===== config.mk =====
export PLATFORM = sky130hd
export DESIGN_NAME = motion_asset_stream_validator
export DESIGN_NICKNAME = d
export VERILOG_FILES = /design/src/rtl/core/masv_pkg.sv /design/src/rtl/core/masv_cfg_regs.sv /design/src/rtl/core/masv_parser.sv /design/src/rtl/core/motion_asset_stream_validator.sv
export SDC_FILE = /design/constraint.sdc
export NUM_CORES = 1
export LEC_CHECK = 0
export BUFFER_PORTS_ARGS = -buffer_cell sky130_fd_sc_hd__buf_2
export CORE_UTILIZATION = 65
export DETAILED_ROUTE_END_ITERATION = 6
export HOLD_SLACK_MARGIN = 0.1
export PLACE_DENSITY_LB_ADDON = 0.25
export RECOVER_POWER = 50
export SYNTH_ARGS = -nofsm -noshare
export SYNTH_HDL_FRONTEND = slang
export SYNTH_SLANG_ARGS = --single-unit

===== constraint.sdc =====
create_clock -name i_clk -period 22.4 [get_ports i_clk]
set_input_delay 5.6 -clock i_clk [delete_from_list [all_inputs] [get_ports i_clk]]
set_output_delay 5.6 -clock i_clk [all_outputs]
set_load 0.1 [all_outputs]

===== src/rtl/core/masv_pkg.sv =====
// Package: parse phases, status codes, register indexes and field types for the validator.
`default_nettype none
package masv_pkg;

    localparam int HDR_BYTES = 24;

    typedef enum logic [14:0] {
        PH_HEADER   = 15'h0001,
        PH_NAME     = 15'h0002,
        PH_RETNAME  = 15'h0004,
        PH_CUE_LO   = 15'h0008,
        PH_CUE_HI   = 15'h0010,
        PH_CUE_MODE = 15'h0020,
        PH_CUE_NLEN = 15'h0040,
        PH_CUE_NAME = 15'h0080,
        PH_DUR_LO   = 15'h0100,
        PH_DUR_HI   = 15'h0200,
        PH_TCOUNT   = 15'h0400,
        PH_JOINT    = 15'h0800,
        PH_CEN_LO   = 15'h1000,
        PH_CEN_HI   = 15'h2000,
        PH_DONE     = 15'h4000
    } t_phase;

    typedef enum logic [2:0] {
        ST_OK        = 3'd0,
        ST_TRUNCATED = 3'd1,
        ST_VERSION   = 3'd2,
        ST_MALFORMED = 3'd3,
        ST_CHECKSUM  = 3'd4
    } t_status;

    localparam logic [2:0] REG_JMAP_VER  = 3'd0;
    localparam logic [2:0] REG_MAX_FRM   = 3'd1;
    localparam logic [2:0] REG_MAX_EXP   = 3'd2;
    localparam logic [2:0] REG_MAX_CUES  = 3'd3;
    localparam logic [2:0] REG_HIGH_MODE = 3'd4;

    localparam logic [31:0] CRC_POLY   = 32'hEDB88320;
    localparam logic [31:0] CRC_INIT   = 32'hFFFFFFFF;
    localparam logic [7:0]  SCHEMA_VER = 8'h01;
    localparam logic [7:0]  MAX_REPS   = 8'd16;
    localparam logic [15:0] DUR_MIN    = 16'd20;
    localparam logic [15:0] DUR_MAX    = 16'd5000;
    localparam logic [15:0] CEN_MAX    = 16'd18000;

    typedef struct packed {
        logic [7:0]  jmap_ver;
        logic [15:0] max_frames;
        logic [19:0] max_exp;
        logic [7:0]  max_cues;
        logic [7:0]  high_mode;
    } t_cfg;

    typedef struct packed {
        logic [2:0]  status;
        logic [15:0] frames;
        logic [7:0]  repeats;
        logic [7:0]  cues;
        logic        ret_pose;
    } t_result;

    function automatic logic [31:0] crc_byte(input logic [31:0] crc, input logic [7:0] b);
        logic [31:0] c;
        c = crc ^ {24'd0, b};
        for (int k = 0; k < 8; k++) begin
            c = (c >> 1) ^ (c[0] ? CRC_POLY : 32'd0);
        end
        return c;
    endfunction

    function automatic logic name_char_ok(input logic [7:0] c);
        return (c >= 8'h61 && c <= 8'h7A) || (c >= 8'h30 && c <= 8'h39) || c == 8'h5F;
    endfunction

endpackage
`default_nettype wire


===== src/rtl/core/masv_cfg_regs.sv =====
// Configuration register file for the validator limits.
`default_nettype none
module masv_cfg_regs (
    input  wire logic            i_clk,
    input  wire logic            i_rst_n,
    input  wire logic            i_cfg_valid,
    output logic                 o_cfg_ready,
    input  wire logic [2:0]      i_cfg_index,
    input  wire logic [19:0]     i_cfg_data,
    output masv_pkg::t_cfg       o_cfg
);
    import masv_pkg::*;

    t_cfg r_cfg;

    assign o_cfg_ready = 1'b1;
    assign o_cfg       = r_cfg;

    always_ff @(posedge i_clk) begin
        if (!i_rst_n) begin
            r_cfg.jmap_ver   <= 8'd1;
            r_cfg.max_frames <= 16'd256;
            r_cfg.max_exp    <= 20'd1024;
            r_cfg.max_cues   <= 8'd32;
            r_cfg.high_mode  <= 8'd2;
        end else if (i_cfg_valid) begin
            case (i_cfg_index)
                REG_JMAP_VER:  r_cfg.jmap_ver   <= i_cfg_data[7:0];
                REG_MAX_FRM:   r_cfg.max_frames <= i_cfg_data[15:0];
                REG_MAX_EXP:   r_cfg.max_exp    <= i_cfg_data;
                REG_MAX_CUES:  r_cfg.max_cues   <= i_cfg_data[7:0];
                REG_HIGH_MODE: r_cfg.high_mode  <= i_cfg_data[7:0];
                default: ;
            endcase
        end
    end
endmodule
`default_nettype wire


===== src/rtl/core/masv_parser.sv =====
// Per-byte header capture, CRC, body parser and end-of-file status.
`default_nettype none
module masv_parser #(
    parameter int SERVOS   = 8,
    parameter int NAME_MAX = 31
) (
    input  wire logic          i_clk,
    input  wire logic          i_rst_n,
    input  wire logic          i_beat,
    input  wire logic [7:0]    i_byte,
    input  wire logic          i_last,
    input  masv_pkg::t_cfg     i_cfg,
    output masv_pkg::t_result  o_result
);
    import masv_pkg::*;

    localparam int SW = (SERVOS > 1) ? $clog2(SERVOS) : 1;

    logic [31:0]  r_count, n_count;
    logic [31:0]  r_crc, n_crc;
    logic [7:0]   r_hdr [HDR_BYTES];
    t_phase       r_phase, n_phase;
    logic [15:0]  r_item, n_item;
    logic [7:0]   r_sub, n_sub;
    logic [15:0]  r_hold, n_hold;
    logic [SERVOS-1:0] r_seen, n_seen;
    logic         r_nend, n_nend;
    logic         r_berr, n_berr;

    logic [7:0]   h [HDR_BYTES];
    logic [15:0]  frames, cues, v16;
    logic [8:0]   sub_inc;
    logic         in_hdr;
    logic [4:0]   pos;

    always_comb begin
        for (int i = 0; i < HDR_BYTES; i++) h[i] = r_hdr[i];
        in_hdr = (r_count < 32'(HDR_BYTES));
        pos    = r_count[4:0];
        if (in_hdr) h[pos] = i_byte;
    end

    assign frames  = {h[9], h[8]};
    assign cues    = {h[11], h[10]};
    assign v16     = {i_byte, r_hold[7:0]};
    assign sub_inc = {1'b0, r_sub} + 9'd1;

    always_comb begin
        n_count = (r_count == 32'hFFFFFFFF) ? r_count : r_count + 32'd1;
        n_crc   = r_crc;
        n_phase = r_phase;
        n_item  = r_item;
        n_sub   = r_sub;
        n_hold  = r_hold;
        n_seen  = r_seen;
        n_nend  = r_nend;
        n_berr  = r_berr;
        if (in_hdr) begin
            if (pos == 5'(HDR_BYTES - 1)) begin
                if (h[12] == 8'd0 || 32'(h[12]) > 32'(NAME_MAX)) n_berr = 1'b1;
                else begin
                    n_hold = {8'd0, h[12]}; n_sub = 8'd0; n_nend = 1'b0; n_phase = PH_NAME;
                end
            end
        end else begin
            n_crc = crc_byte(r_crc, i_byte);
            if (!r_berr) begin
                case (r_phase)
                    PH_NAME, PH_RETNAME, PH_CUE_NAME: begin
                        if ((r_sub == 8'd0 && i_byte == 8'd0) ||
                            (!r_nend && i_byte != 8'd0 && !name_char_ok(i_byte))) begin
                            n_berr = 1'b1;
                        end else begin
                            if (!r_nend && i_byte == 8'd0) n_nend = 1'b1;
                            n_sub = sub_inc[7:0];
                            if ({8'd0, sub_inc[7:0]} >= r_hold) begin
                                if (r_phase == PH_NAME && h[13] != 8'd0) begin
                                    if (32'(h[13]) > 32'(NAME_MAX)) n_berr = 1'b1;
                                    else begin
                                        n_hold = {8'd0, h[13]}; n_sub = 8'd0;
                                        n_nend = 1'b0; n_phase = PH_RETNAME;
                                    end
                                end else begin
                                    n_item = (r_phase == PH_CUE_NAME) ? r_item + 16'd1 : 16'd0;
                                    if (n_item < cues) n_phase = PH_CUE_LO;
                                    else begin
                                        n_item  = 16'd0;
                                        n_phase = (frames != 16'd0) ? PH_DUR_LO : PH_DONE;
                                    end
                                end
                            end
                        end
                    end
                    PH_CUE_LO: begin n_hold = {8'd0, i_byte}; n_phase = PH_CUE_HI; end
                    PH_CUE_HI: begin
                        if (v16 >= frames) n_berr = 1'b1; else n_phase = PH_CUE_MODE;
                    end
                    PH_CUE_MODE: begin
                        if (i_byte > i_cfg.high_mode) n_berr = 1'b1;
                        else n_phase = PH_CUE_NLEN;
                    end
                    PH_CUE_NLEN: begin
                        if (i_byte == 8'd0 || 32'(i_byte) > 32'(NAME_MAX)) n_berr = 1'b1;
                        else begin
                            n_hold = {8'd0, i_byte}; n_sub = 8'd0;
                            n_nend = 1'b0; n_phase = PH_CUE_NAME;
                        end
                    end
                    PH_DUR_LO: begin n_hold = {8'd0, i_byte}; n_phase = PH_DUR_HI; end
                    PH_DUR_HI: begin
                        if (v16 < DUR_MIN || v16 > DUR_MAX) n_berr = 1'b1;
                        else n_phase = PH_TCOUNT;
                    end
                    PH_TCOUNT: begin
                        if (i_byte == 8'd0 || 32'(i_byte) > 32'(SERVOS)) n_berr = 1'b1;
                        else begin
                            n_hold = {i_byte, 8'd0}; n_sub = 8'd0;
                            n_seen = '0; n_phase = PH_JOINT;
                        end
                    end
                    PH_JOINT: begin
                        if (32'(i_byte) >= 32'(SERVOS) || r_seen[i_byte[SW-1:0]]) n_berr = 1'b1;
                        else begin
                            n_seen[i_byte[SW-1:0]] = 1'b1; n_phase = PH_CEN_LO;
                        end
                    end
                    PH_CEN_LO: begin n_hold = {r_hold[15:8], i_byte}; n_phase = PH_CEN_HI; end
                    PH_CEN_HI: begin
                        if (v16 > CEN_MAX) n_berr = 1'b1;
                        else begin
                            n_sub = sub_inc[7:0];
                            if (sub_inc[7:0] < r_hold[15:8]) n_phase = PH_JOINT;
                            else begin
                                n_item  = r_item + 16'd1;
                                n_phase = (n_item < frames) ? PH_DUR_LO : PH_DONE;
                            end
                        end
                    end
                    default: n_berr = 1'b1;
                endcase
            end
        end
    end

    logic [31:0] payload, plen, crc_hdr;
    logic [23:0] expanded;
    logic        hdr_bad;
    t_status     st;

    assign payload  = n_count - 32'(HDR_BYTES);
    assign plen     = {h[19], h[18], h[17], h[16]};
    assign crc_hdr  = {h[23], h[22], h[21], h[20]};
    assign expanded = {8'd0, frames} * {16'd0, h[6]};
    assign hdr_bad  = (h[7][7:1] != 7'd0) || ({h[15], h[14]} != 16'd0) ||
                      (h[6] == 8'd0) || (h[6] > MAX_REPS) ||
                      (frames == 16'd0) || (frames > i_cfg.max_frames) ||
                      (expanded > {4'd0, i_cfg.max_exp}) ||
                      (cues > {8'd0, i_cfg.max_cues}) ||
                      ((h[7][0] == 1'b0) != (h[13] == 8'd0));

    always_comb begin
        if (n_count < 32'(HDR_BYTES)) st = ST_TRUNCATED;
        else if (h[0] != 8'h41 || h[1] != 8'h4D || h[2] != 8'h4F || h[3] != 8'h54 ||
                 h[4] != SCHEMA_VER || h[5] != i_cfg.jmap_ver) st = ST_VERSION;
        else if (plen > payload) st = ST_TRUNCATED;
        else if (plen < payload) st = ST_MALFORMED;
        else if ((n_crc ^ CRC_INIT) != crc_hdr) st = ST_CHECKSUM;
        else if (hdr_bad || n_berr || n_phase != PH_DONE) st = ST_MALFORMED;
        else st = ST_OK;
    end

    always_comb begin
        o_result = '0;
        o_result.status = st;
        if (st == ST_OK) begin
            o_result.frames   = frames;
            o_result.repeats  = h[6];
            o_result.cues     = cues[7:0];
            o_result.ret_pose = h[7][0];
        end
    end

    always_ff @(posedge i_clk) begin
        if (i_beat && in_hdr) r_hdr[pos] <= i_byte;
    end

    always_ff @(posedge i_clk) begin
        if (!i_rst_n || (i_beat && i_last)) begin
            r_count <= '0; r_crc <= CRC_INIT; r_phase <= PH_HEADER;
            r_item <= '0; r_sub <= '0; r_hold <= '0; r_seen <= '0;
            r_nend <= 1'b0; r_berr <= 1'b0;
        end else if (i_beat) begin
            r_count <= n_count; r_crc <= n_crc; r_phase <= n_phase;
            r_item <= n_item; r_sub <= n_sub; r_hold <= n_hold; r_seen <= n_seen;
            r_nend <= n_nend; r_berr <= n_berr;
        end
    end

`ifndef SYNTHESIS
    a_phase_hdr: assert property (@(posedge i_clk) disable iff (!i_rst_n)
        (r_count < 32'(HDR_BYTES)) |-> (r_phase == PH_HEADER)) else $error("phase early");
    a_last_clears: assert property (@(posedge i_clk) disable iff (!i_rst_n)
        (i_beat && i_last) |=> (r_count == 32'd0 && r_crc == CRC_INIT)) else $error("no clear");
    a_berr_hold: assert property (@(posedge i_clk) disable iff (!i_rst_n)
        (r_berr && i_beat && !i_last) |=> r_berr) else $error("error lost");
`endif
endmodule
`default_nettype wire


===== src/rtl/core/motion_asset_stream_validator.sv =====
// Top level: motion file stream validator with result register.
//   channel | signals                           | direction
//   in      | i_valid/o_ready, data, last       | byte beats in
//   out     | o_valid/i_ready, status + counts  | one result per file
//   cfg     | i_cfg_valid/o_cfg_ready, idx/data | register writes
// One byte per cycle; the CRC step and parser update are combinational.
// The result lands in the output register the cycle after the last byte.
// Input stalls only while a result waits and is not being taken.
// Synchronous active-low reset clears parser state and o_valid.
`default_nettype none
module motion_asset_stream_validator #(
    parameter int SERVOS   = 8,
    parameter int NAME_MAX = 31
) (
    input  wire logic        i_clk,
    input  wire logic        i_rst_n,
    input  wire logic        i_valid,
    output logic             o_ready,
    input  wire logic [7:0]  i_data_byte,
    input  wire logic        i_last_byte,
    output logic             o_valid,
    input  wire logic        i_ready,
    output logic [2:0]       o_status,
    output logic [15:0]      o_frames_out,
    output logic [7:0]       o_repeats_out,
    output logic [7:0]       o_cues_out,
    output logic             o_has_return_pose,
    input  wire logic        i_cfg_valid,
    output logic             o_cfg_ready,
    input  wire logic [2:0]  i_cfg_index,
    input  wire logic [19:0] i_cfg_data
);
    import masv_pkg::*;

    t_cfg    cfg;
    t_result res;
    t_result r_res;
    logic    r_valid;
    logic    beat;

    assign o_ready = !r_valid || i_ready;
    assign beat    = i_valid && o_ready;

    masv_cfg_regs u_cfg (
        .i_clk(i_clk), .i_rst_n(i_rst_n), .i_cfg_valid(i_cfg_valid),
        .o_cfg_ready(o_cfg_ready), .i_cfg_index(i_cfg_index),
        .i_cfg_data(i_cfg_data), .o_cfg(cfg)
    );

    masv_parser #(.SERVOS(SERVOS), .NAME_MAX(NAME_MAX)) u_parse (
        .i_clk(i_clk), .i_rst_n(i_rst_n), .i_beat(beat), .i_byte(i_data_byte),
        .i_last(i_last_byte), .i_cfg(cfg), .o_result(res)
    );

    always_ff @(posedge i_clk) begin
        if (!i_rst_n) begin
            r_valid <= 1'b0;
        end else if (beat && i_last_byte) begin
            r_valid <= 1'b1;
        end else if (i_ready) begin
            r_valid <= 1'b0;
        end
    end

    always_ff @(posedge i_clk) begin
        if (beat && i_last_byte) r_res <= res;
    end

    assign o_valid           = r_valid;
    assign o_status          = r_res.status;
    assign o_frames_out      = r_res.frames;
    assign o_repeats_out     = r_res.repeats;
    assign o_cues_out        = r_res.cues;
    assign o_has_return_pose = r_res.ret_pose;

`ifndef SYNTHESIS
    a_no_drop: assert property (@(posedge i_clk) disable iff (!i_rst_n)
        (o_valid && !i_ready) |-> !o_ready) else $error("result overwritten");
    a_load: assert property (@(posedge i_clk) disable iff (!i_rst_n)
        (beat && i_last_byte) |=> o_valid) else $error("result missing");
    a_status_range: assert property (@(posedge i_clk) disable iff (!i_rst_n)
        o_valid |-> (o_status <= 3'd4)) else $error("bad status");
`endif
endmodule
`default_nettype wire


# After elaboration in Yosys (flattened, before gate mapping)
# Memory sizes are Yosys's and may differ from the RTL's.
# Cells that the tools add are included.
dict set report totals {
  regBits 226
  ramBits 192
  inputBits 37
  output_inout_bits 39
  memories 1
}
# memory words width read_ports rd_ports_with_merged_regs write_ports line_no
set memory_table {}
lappend memory_table {u_parse.r_hdr 24 8 24 0 1 masv_parser.sv:21} ;# logic [7:0] r_hdr [HDR_BYTES];
dict set report op_classes {
  add_sub_neg 4
  multipliers 1
  order_cmp 30
  eq_ne 47
  muxes 108
  bitwise_logic 15
  reduce_logical 75
}
# cell count
set ops {}
lappend ops {{32-bit 2-to-1 mux} 10}
lappend ops {{15-bit 2-to-1 mux} 19}
lappend ops {{16-bit 2-to-1 mux} 17}
lappend ops {{31-bit by 32-bit bitwise XOR with 32-bit output} 8}
lappend ops {{192-bit bitwise mux} 1}
lappend ops {{192-bit 2-to-1 mux} 1}
lappend ops {{15-bit one-hot mux with 11 select lines} 1}
lappend ops {{8-bit 2-to-1 mux} 13}
lappend ops {{16-bit one-hot mux with 5 select lines} 1}
lappend ops {{32-bit by 5-bit < comparator with 1-bit output, second input constant} 2}
lappend ops {{8-bit demux with 5-bit select} 1}
lappend ops {{8-bit logical NOT} 5}
lappend ops {{32-bit by 1-bit adder with 32-bit output, second input constant} 1}
lappend ops {{32-bit == test, second input constant} 1}
lappend ops {{32-bit > comparator} 1}
lappend ops {{8-bit by 5-bit > comparator with 1-bit output, second input constant} 4}
lappend ops {{16-bit < comparator} 2}
lappend ops {{32-bit < comparator} 1}
lappend ops {{32-bit inequality test} 1}
lappend ops {{8-bit by 7-bit inequality test with 1-bit output, second input constant} 4}
lappend ops {{32-bit inverter} 1}
lappend ops {{16-bit one-hot mux with 2 select lines} 1}
lappend ops {{8-bit one-hot mux with 4 select lines} 1}
lappend ops {{16-bit nonzero test} 2}
lappend ops {{81 further kinds} 181}

# Longest topological paths before layout
# Gate-level depths: netlist of the first run.
dict set report logic_depth {
  ltp_word 26
  ltp_mapped 38
  ltp_nobuf 36
}

# By module
# A second synthesis of the first run with hierarchy kept.
dict set report unflattened {
  cells_unflattened 3161
  area_unflattened_um2 29614.7
}
# mod instances cells_per_inst area_per_inst_um2
set modules_own_cells {}
lappend modules_own_cells {masv_parser 1 2891 26167.6}
lappend modules_own_cells {masv_cfg_regs 1 228 2294.7}
lappend modules_own_cells {motion_asset_stream_validator 1 42 1152.4}

# Least setup slack after synthesis of the first run
# No wires, ideal clock.
dict set report synth_timing {
  path_kind {input to register}
  start {input port i_data_byte[0]}
  end {register r_res (netlist bit o_status[1]) (data pin)}
  setup_ps 260
  t_arrival_ps 13575
  setup_slack_ps 8565
  stages 32
  n_path_buf 4
  cell_sequence {clkbuf_1 buf_1 clkbuf_1 mux2i_1 clkbuf_1 nand2b_1 fa_1 fa_1 inv_1 fa_1 inv_1 fa_1 inv_1 ha_1 nor2b_1 o41ai_1 a31o_2 o21ai_0 a211oi_1 nor2_1 ha_1 a21oi_1 o21ai_0 a2111o_1 o31ai_1 nand4_1 or4_1 or4_1 and4bb_1 nand4b_1 o311ai_1 nand2_1}
}
# item line_no
set synth_rtl {}
lappend synth_rtl {{from (decl)} motion_asset_stream_validator.sv:19} ;# input wire logic [7:0] i_data_byte,
lappend synth_rtl {{to (signal assigned)} motion_asset_stream_validator.sv:66} ;# if (beat && i_last_byte) r_res <= res;
lappend synth_rtl {{to (decl)} motion_asset_stream_validator.sv:37} ;# t_result r_res;

==> results of run 1 <==
## cells by family after synthesis
group,after synthesis,synth area share
other cells,2,0.000249
buf+inv,393,0.0512
simple gates,1181,0.209
fa+ha+maj,276,0.135
mux,151,0.0519
xor+xnor,233,0.0758
compound gates,552,0.123
flops,418,0.353
## layout make-up
cell class | instances | area, µm²
Antenna cell | 1 | 2.50
Clock buffer | 56 | 1230
Clock inverter | 30 | 360
Fill cell | 3438 | 13000
Inverter | 220 | 826
Multi-Input combinational cell | 2397 | 18000
Sequential cell | 418 | 10700
Tap cell | 600 | 751
Timing Repair Buffer | 131 | 694
## worst max-delay path: cells and delay by family
family	cells	cell delay, ns
fa+ha+maj	6	2.72
buf+inv	5	2.94
mux	1	0.20
compound gates	10	3.02
simple gates	8	2.00
## per-stage QoR
stage / worst slack (ns) / power [W] / hold slack (ns) / cells / util
after global placement: 7.61 / 0.000997 / 0.447 / 3766 / 0.681
after detailed placement: 7.36 / 0.00100 / 0.455 / 3766 / 0.681
after floorplan: 8.56 / 0.000952 / 0.436 / 3208 / -
final: 6.17 / 0.00178 / 0.467 / 3853 / 0.714
after CTS: 7.97 / 0.00178 / 0.467 / 3852 / 0.716
after global routing: 5.81 / 0.00182 / 0.492 / 3852 / 0.714
## synth_stat cells (40+ instances only)
library cell  count  area, µm²
a21boi_0         59        443
a21oi_1         134        671
clkbuf_1        128        480
dfxtp_1         190       3800
edfxtp_1        228       6850
fa_1             84       1680
ha_1            192       2400
inv_1           214        803
mux2_2           43        484
mux2i_1         107       1070
nand2_1         313       1170
nand3_1          78        390
nand4_1          59        369
nor2_1          299       1120
nor3_1           67        335
nor4_1           60        375
nor4_2           40        500
o211ai_1         49        368
o21ai_0          82        410
xnor2_1         141       1230
xor2_1           71        622
## final timing paths
check,cells past startpoint,to,start,slack (ns)
worst max-delay path,30,o_status[0]$_DFFE_PP_,i_data_byte[3],6.17
worst min-delay path,2,u_cfg.o_cfg[6]$_SDFFE_PN0P_,u_cfg.o_cfg[6]$_SDFFE_PN0P_,0.47
worst max register to register,32,o_status[0]$_DFFE_PP_,u_parse.r_count[12]$_SDFFE_PP0P_,10.51
worst min register to register,2,u_cfg.o_cfg[6]$_SDFFE_PN0P_,u_cfg.o_cfg[6]$_SDFFE_PN0P_,0.47
## power breakdown
group	internal, W	switching (W)
logic	0.0000497	0.000117
registers	0.000817	0.00000496
clock network	0.000455	0.000339
## metal layers
layer	vias to the layer above	wire (µm)
li1	11500	-
met1	12300	35900
met2	1356	41000
met3	310	8360
met4	0	4780
met5	-	0
## sequential cells by signal, summed over array words and instances, names as in the netlist
| signal | cells |
|---|---|
| o_frames_out | 16 |
| u_parse.r_crc | 32 |
| u_parse.r_seen | 8 |
| o_status | 3 |
| o_cues_out | 8 |
| o_valid | 1 |
| o_has_return_pose | 1 |
| u_parse.r_berr | 1 |
| u_parse.r_nend | 1 |
| u_cfg.o_cfg | 60 |
| u_parse.r_sub | 8 |
| u_parse.r_hold | 16 |
| o_repeats_out | 8 |
| u_parse.r_hdr | 192 |
| u_parse.r_count | 32 |
| u_parse.r_phase | 15 |
| u_parse.r_item | 16 |
==> impl_metrics.csv, run 1 <==
group,metric,value,unit
worst_setup_path,path_max_fanout,40,
sta,max-slew-margin-rel,-1.48,
worst_setup_path,crit_top_cell,"fa_1",
global_route,grt_usage,0.381,
synthesis,syn_area,0.0302,mm²
synthesis,synth-edff-count,228,
sta,finalMaxSlewViolations,510,
global_route,grt_pass1_vias,25000,
floorplanning,start_util,0.662,
synthesis,yosys_warnings,0,
clock_tree,cts_tree,"built",
sta,fin_crit_sh,0.724,
route,wl_per_cell,23.4,µm
floorplanning,die-area,0.0473,mm²
clock_tree,clk_pin_slew,0.06,ns
power_and_ir_drop,p_per_area,54.8,mW/mm²
route,firstDrtPassIters,7,
synthesis,synthFlopType,"edfxtp_1",
route,vias,25400,
sta,fin_worst_skew,0.0543,ns
final_layout,fin_nets,3527,
route,drtIter0Drc,2682,
global_route,grt_max_degree,67,
clock_tree,cts_sinks,418,
clock_tree,cts_setup_buffers,0,
sta,rsz0062_at_grt,"false",
global_route,use_met3,0.0739,
outcome,outcome,"finished, violations left",
synthesis,synthArstFlopShare,0,
final_layout,drive_above_1_share,0.0935,
clock_tree,cts_buffers,46,
sta,setup_violations,0,
power_and_ir_drop,irDropWorstVdd,0.0732,mV
floorplanning,die_x,217,µm
placement,hpwl,65500,µm
synthesis,synth.distinct_cells,102,
placement,gp_congestion,0.982,
route,viasPerCell,6.60,
worst_setup_path,cp_slowest_stage_delay,1.66,ns
worst_setup_path,crit_type,"in -> reg",
floorplanning,die_height,217,µm
floorplanning,core,0.0456,mm²
sta,tightest_slew,3.72,ns
hold_path,hp-class,"reg -> reg",
outcome,violations,"max-capacitance violations, max-slew violations",
placement,placed_area,0.0310,mm²
final_layout,final_common_cell,"nand2_1",
route,drc,0,
global_route,grt.overflow.total,0,
sta,clock.fmax,0.0616,GHz
synthesis,ys_ff_latch,418,
worst_setup_path,critPathArrivalTime,16.57,ns
route,wirelength,90100,µm
floorplanning,placementRows,78,
synthesis,netlist_instances,3206,
clock_tree,clock_path_buffers,3,
worst_setup_path,required,22.74,ns
clock_tree,cts_hold_buf,0,
worst_setup_path,cp_slowest_cell,"clkbuf_1",
final_layout,finalInstanceArea,0.0325,mm²
final_layout,final_cell_mix,"nand2_1, nor2_1, edfxtp_1, inv_1, ha_1",
synthesis,synth_area_per_cell,9.41,µm²
synthesis,yosysSeqAreaShare,0.353,
clock_tree,clock_latency,0.64,ns
flow_run,maxCapViolations,14,
final_layout,areaGrowthSynthToFinish,7.85,%
global_route,grt_pass1_wl,140000,µm
global_route,use_met2,0.616,
worst_setup_path,setup.worst_path.start_class,"input pin",
clock_tree,cts_resized,0,
global_route,busiest_layer,"met2",
worst_setup_path,critPathCaptureType,"flip-flop",
sta,period_needed,16.23,ns
placement,io_buffers,74,
global_route,antenna_found_initial,0,
global_route,globalRouteMet1Util,0.487,
power_and_ir_drop,leakage,12.2,nW
route,ant_nets,0,
floorplanning,io_pins,76,
sta,hold_viol,0,
sta,tns,0,ns
clock_tree,clockRootBuffer,"clkbuf_16",
clock_tree,cts_htree_levels,2,
No activity file was read; power rests on OpenSTA's default activity.
==> inputs of run 2 (changes only) <==
CORE_UTILIZATION = 58   (was 65)
clock period = 13.4 ns   (was 22.4 ns; I/O delays follow)
==> run 2 against run 1 <==
The run still ends with max-capacitance violations, max-slew violations left. Highest routed layer is now met5. Utilization down 7.6 points. First-iteration DRC count up 2.0%. Critical endpoint is now o_status[1]$_DFFE_PP_. Cell count up 2.4%. Final area up 0.51%. Global-route usage down 3.3 points. Sequential share of layout area down 0.17 points. Flip-flop and latch count unchanged. Total power up 68%. Clock-buffer cell count unchanged. Worst hold slack worse by 0.0047 ns.
==> impl_metrics.csv, run 2 (synthesis results as in run 1) <==
group,metric,value,unit
outcome,outcome,"finished, violations left",
outcome,violations,"max-capacitance violations, max-slew violations",
route,wl_met1,37900,µm
route,drtIter0Drc,2736,
worst_setup_path,critPathCaptureType,"flip-flop",
route,viasPerCell,6.40,
route,wl_met3,8260,µm
placement,gp_congestion,0.980,
clock_tree,cts_resized,0,
clock_tree,clockRootBuffer,"clkbuf_16",
floorplanning,core,0.0513,mm²
sta,setup_violations,0,
route,highest_layer,"met5",
sta,hold_viol,0,
floorplanning,die_height,230,µm
hold_path,hp-class,"reg -> reg",
flow_run,maxCapViolations,10,
worst_setup_path,critPathBufInv,5,
global_route,grt_usage,0.348,
worst_setup_path,required,13.76,ns
clock_tree,cts_setup_buffers,0,
floorplanning,io_pins,76,
power_and_ir_drop,p_per_area,91.8,mW/mm²
floorplanning,die_x,230,µm
placement,pre_cts_ws,1.07,ns
clock_tree,clock_path_buffers,3,
route,dr_wl_met2,43000,µm
worst_setup_path,cp_slowest_cell,"clkbuf_1",
worst_setup_path,setup.worst_path.start_class,"input pin",
route,wl_per_cell,23.7,µm
sta,setup_slack,0.894,ns
placement,io_buffers,74,
final_layout,drive_above_1_share,0.0937,
sta,rsz0062_at_grt,"false",
final_layout,final_cell_mix,"nand2_1, nor2_1, edfxtp_1, inv_1, ha_1",
global_route,antenna_found_initial,2,
placement,hpwl,68600,µm
clock_tree,clock_latency,0.62,ns
sta,fin_crit_sh,0.933,
floorplanning,placementRows,83,
worst_setup_path,crit_family,"adder cells",
sta,finalMaxSlewViolations,361,
route,ant_nets,0,
global_route,grt_max_degree,67,
clock_tree,cts_buffers,47,
sta,max-slew-margin-rel,-1.45,
final_layout,diodes,0,
route,wirelength,93400,µm
worst_setup_path,critPathArrivalTime,12.86,ns
worst_setup_path,path_max_fanout,24,
final_layout,fin_nets,3539,
sta,clock.fmax,0.0800,GHz
final_layout,areaGrowthSynthToFinish,8.40,%
global_route,grt_pass1_wl,142000,µm
global_route,grt_pass1_vias,24600,
worst_setup_path,crit_type,"in -> reg",
sta,tns,0,ns
clock_tree,cts_htree_levels,2,
power_and_ir_drop,leakage,12.2,nW
route,vias,25300,
worst_setup_path,cp_slowest_stage_delay,1.09,ns
sta,fin_worst_skew,0.0198,ns
global_route,grt.overflow.total,0,
final_layout,top_register,"u_parse.r_hdr",
floorplanning,die-area,0.0529,mm²
final_layout,final_common_cell,"nand2_1",
route,firstDrtPassIters,6,
clock_tree,cts_sinks,418,
route,drc,0,
clock_tree,cts_hold_buf,0,
clock_tree,cts_tree,"built",
sta,tightest_slew,3.68,ns
floorplanning,start_util,0.588,
final_layout,largest_reg_flops,192,
worst_setup_path,crit_top_cell,"fa_1",
power_and_ir_drop,irDropWorstVdd,0.164,mV
sta,period_needed,12.51,ns
clock_tree,clk_pin_slew,0.06,ns
==> run 2: worst min-delay path: stages, from the launching register on <==
cell and delay [ns]:
dfxtp_1 0.31, nand2_1 0.04, a21boi_0 0.06
==> run 2: power breakdown <==
group	internal [W]	switching, W	leakage, nW
Sequential	0.00137	0.00000867	3.58
Combinational	0.0000838	0.000198	7.84
Clock	0.000765	0.000581	0.770
==> run 2: per-layer routing <==
| layer | track usage | up-vias |
|---|---|---|
| li1 | - | 11500 |
| met1 | 0.457 | 12300 |
| met2 | 0.562 | 1224 |
| met3 | 0.0588 | 222 |
| met4 | 0.159 | 4 |
| met5 | 0 | - |
==> run 2: cell type report <==
class / instances / area [µm²]
tap: 680 / 851
clock inverter: 32 / 378
inverter: 220 / 826
multi-input combinational: 2397 / 18000
clock buffer: 56 / 1230
sequential: 418 / 10700
timing repair buffer: 142 / 744
fill: 4247 / 18600
==> run 2: final timing paths <==
kind / slack (ns) / depth (start not counted) / end / from
worst max-delay path: 0.89 / 30 / o_status[1]$_DFFE_PP_ / i_data_byte[2]
worst max register to register: 1.43 / 32 / o_status[1]$_DFFE_PP_ / u_parse.r_count[12]$_SDFFE_PP0P_
worst min-delay path: 0.46 / 2 / u_cfg.o_cfg[45]$_SDFFE_PN0P_ / u_cfg.o_cfg[45]$_SDFFE_PN0P_
worst min register to register: 0.46 / 2 / u_cfg.o_cfg[45]$_SDFFE_PN0P_ / u_cfg.o_cfg[45]$_SDFFE_PN0P_
==> run 2: per-stage QoR <==
stage | hold WS, ns | cells | total power [W] | util | instance area (µm²)
floorplan | 0.436 | 3208 | 0.00159 | - | 30200
global placement | 0.446 | 3857 | 0.00167 | 0.609 | 31200
detailed placement | 0.455 | 3857 | 0.00168 | 0.609 | 31200
CTS | 0.466 | 3945 | 0.00301 | 0.640 | 32800
global route | 0.489 | 3945 | 0.00308 | 0.637 | 32700
finish | 0.462 | 3945 | 0.00300 | 0.637 | 32700
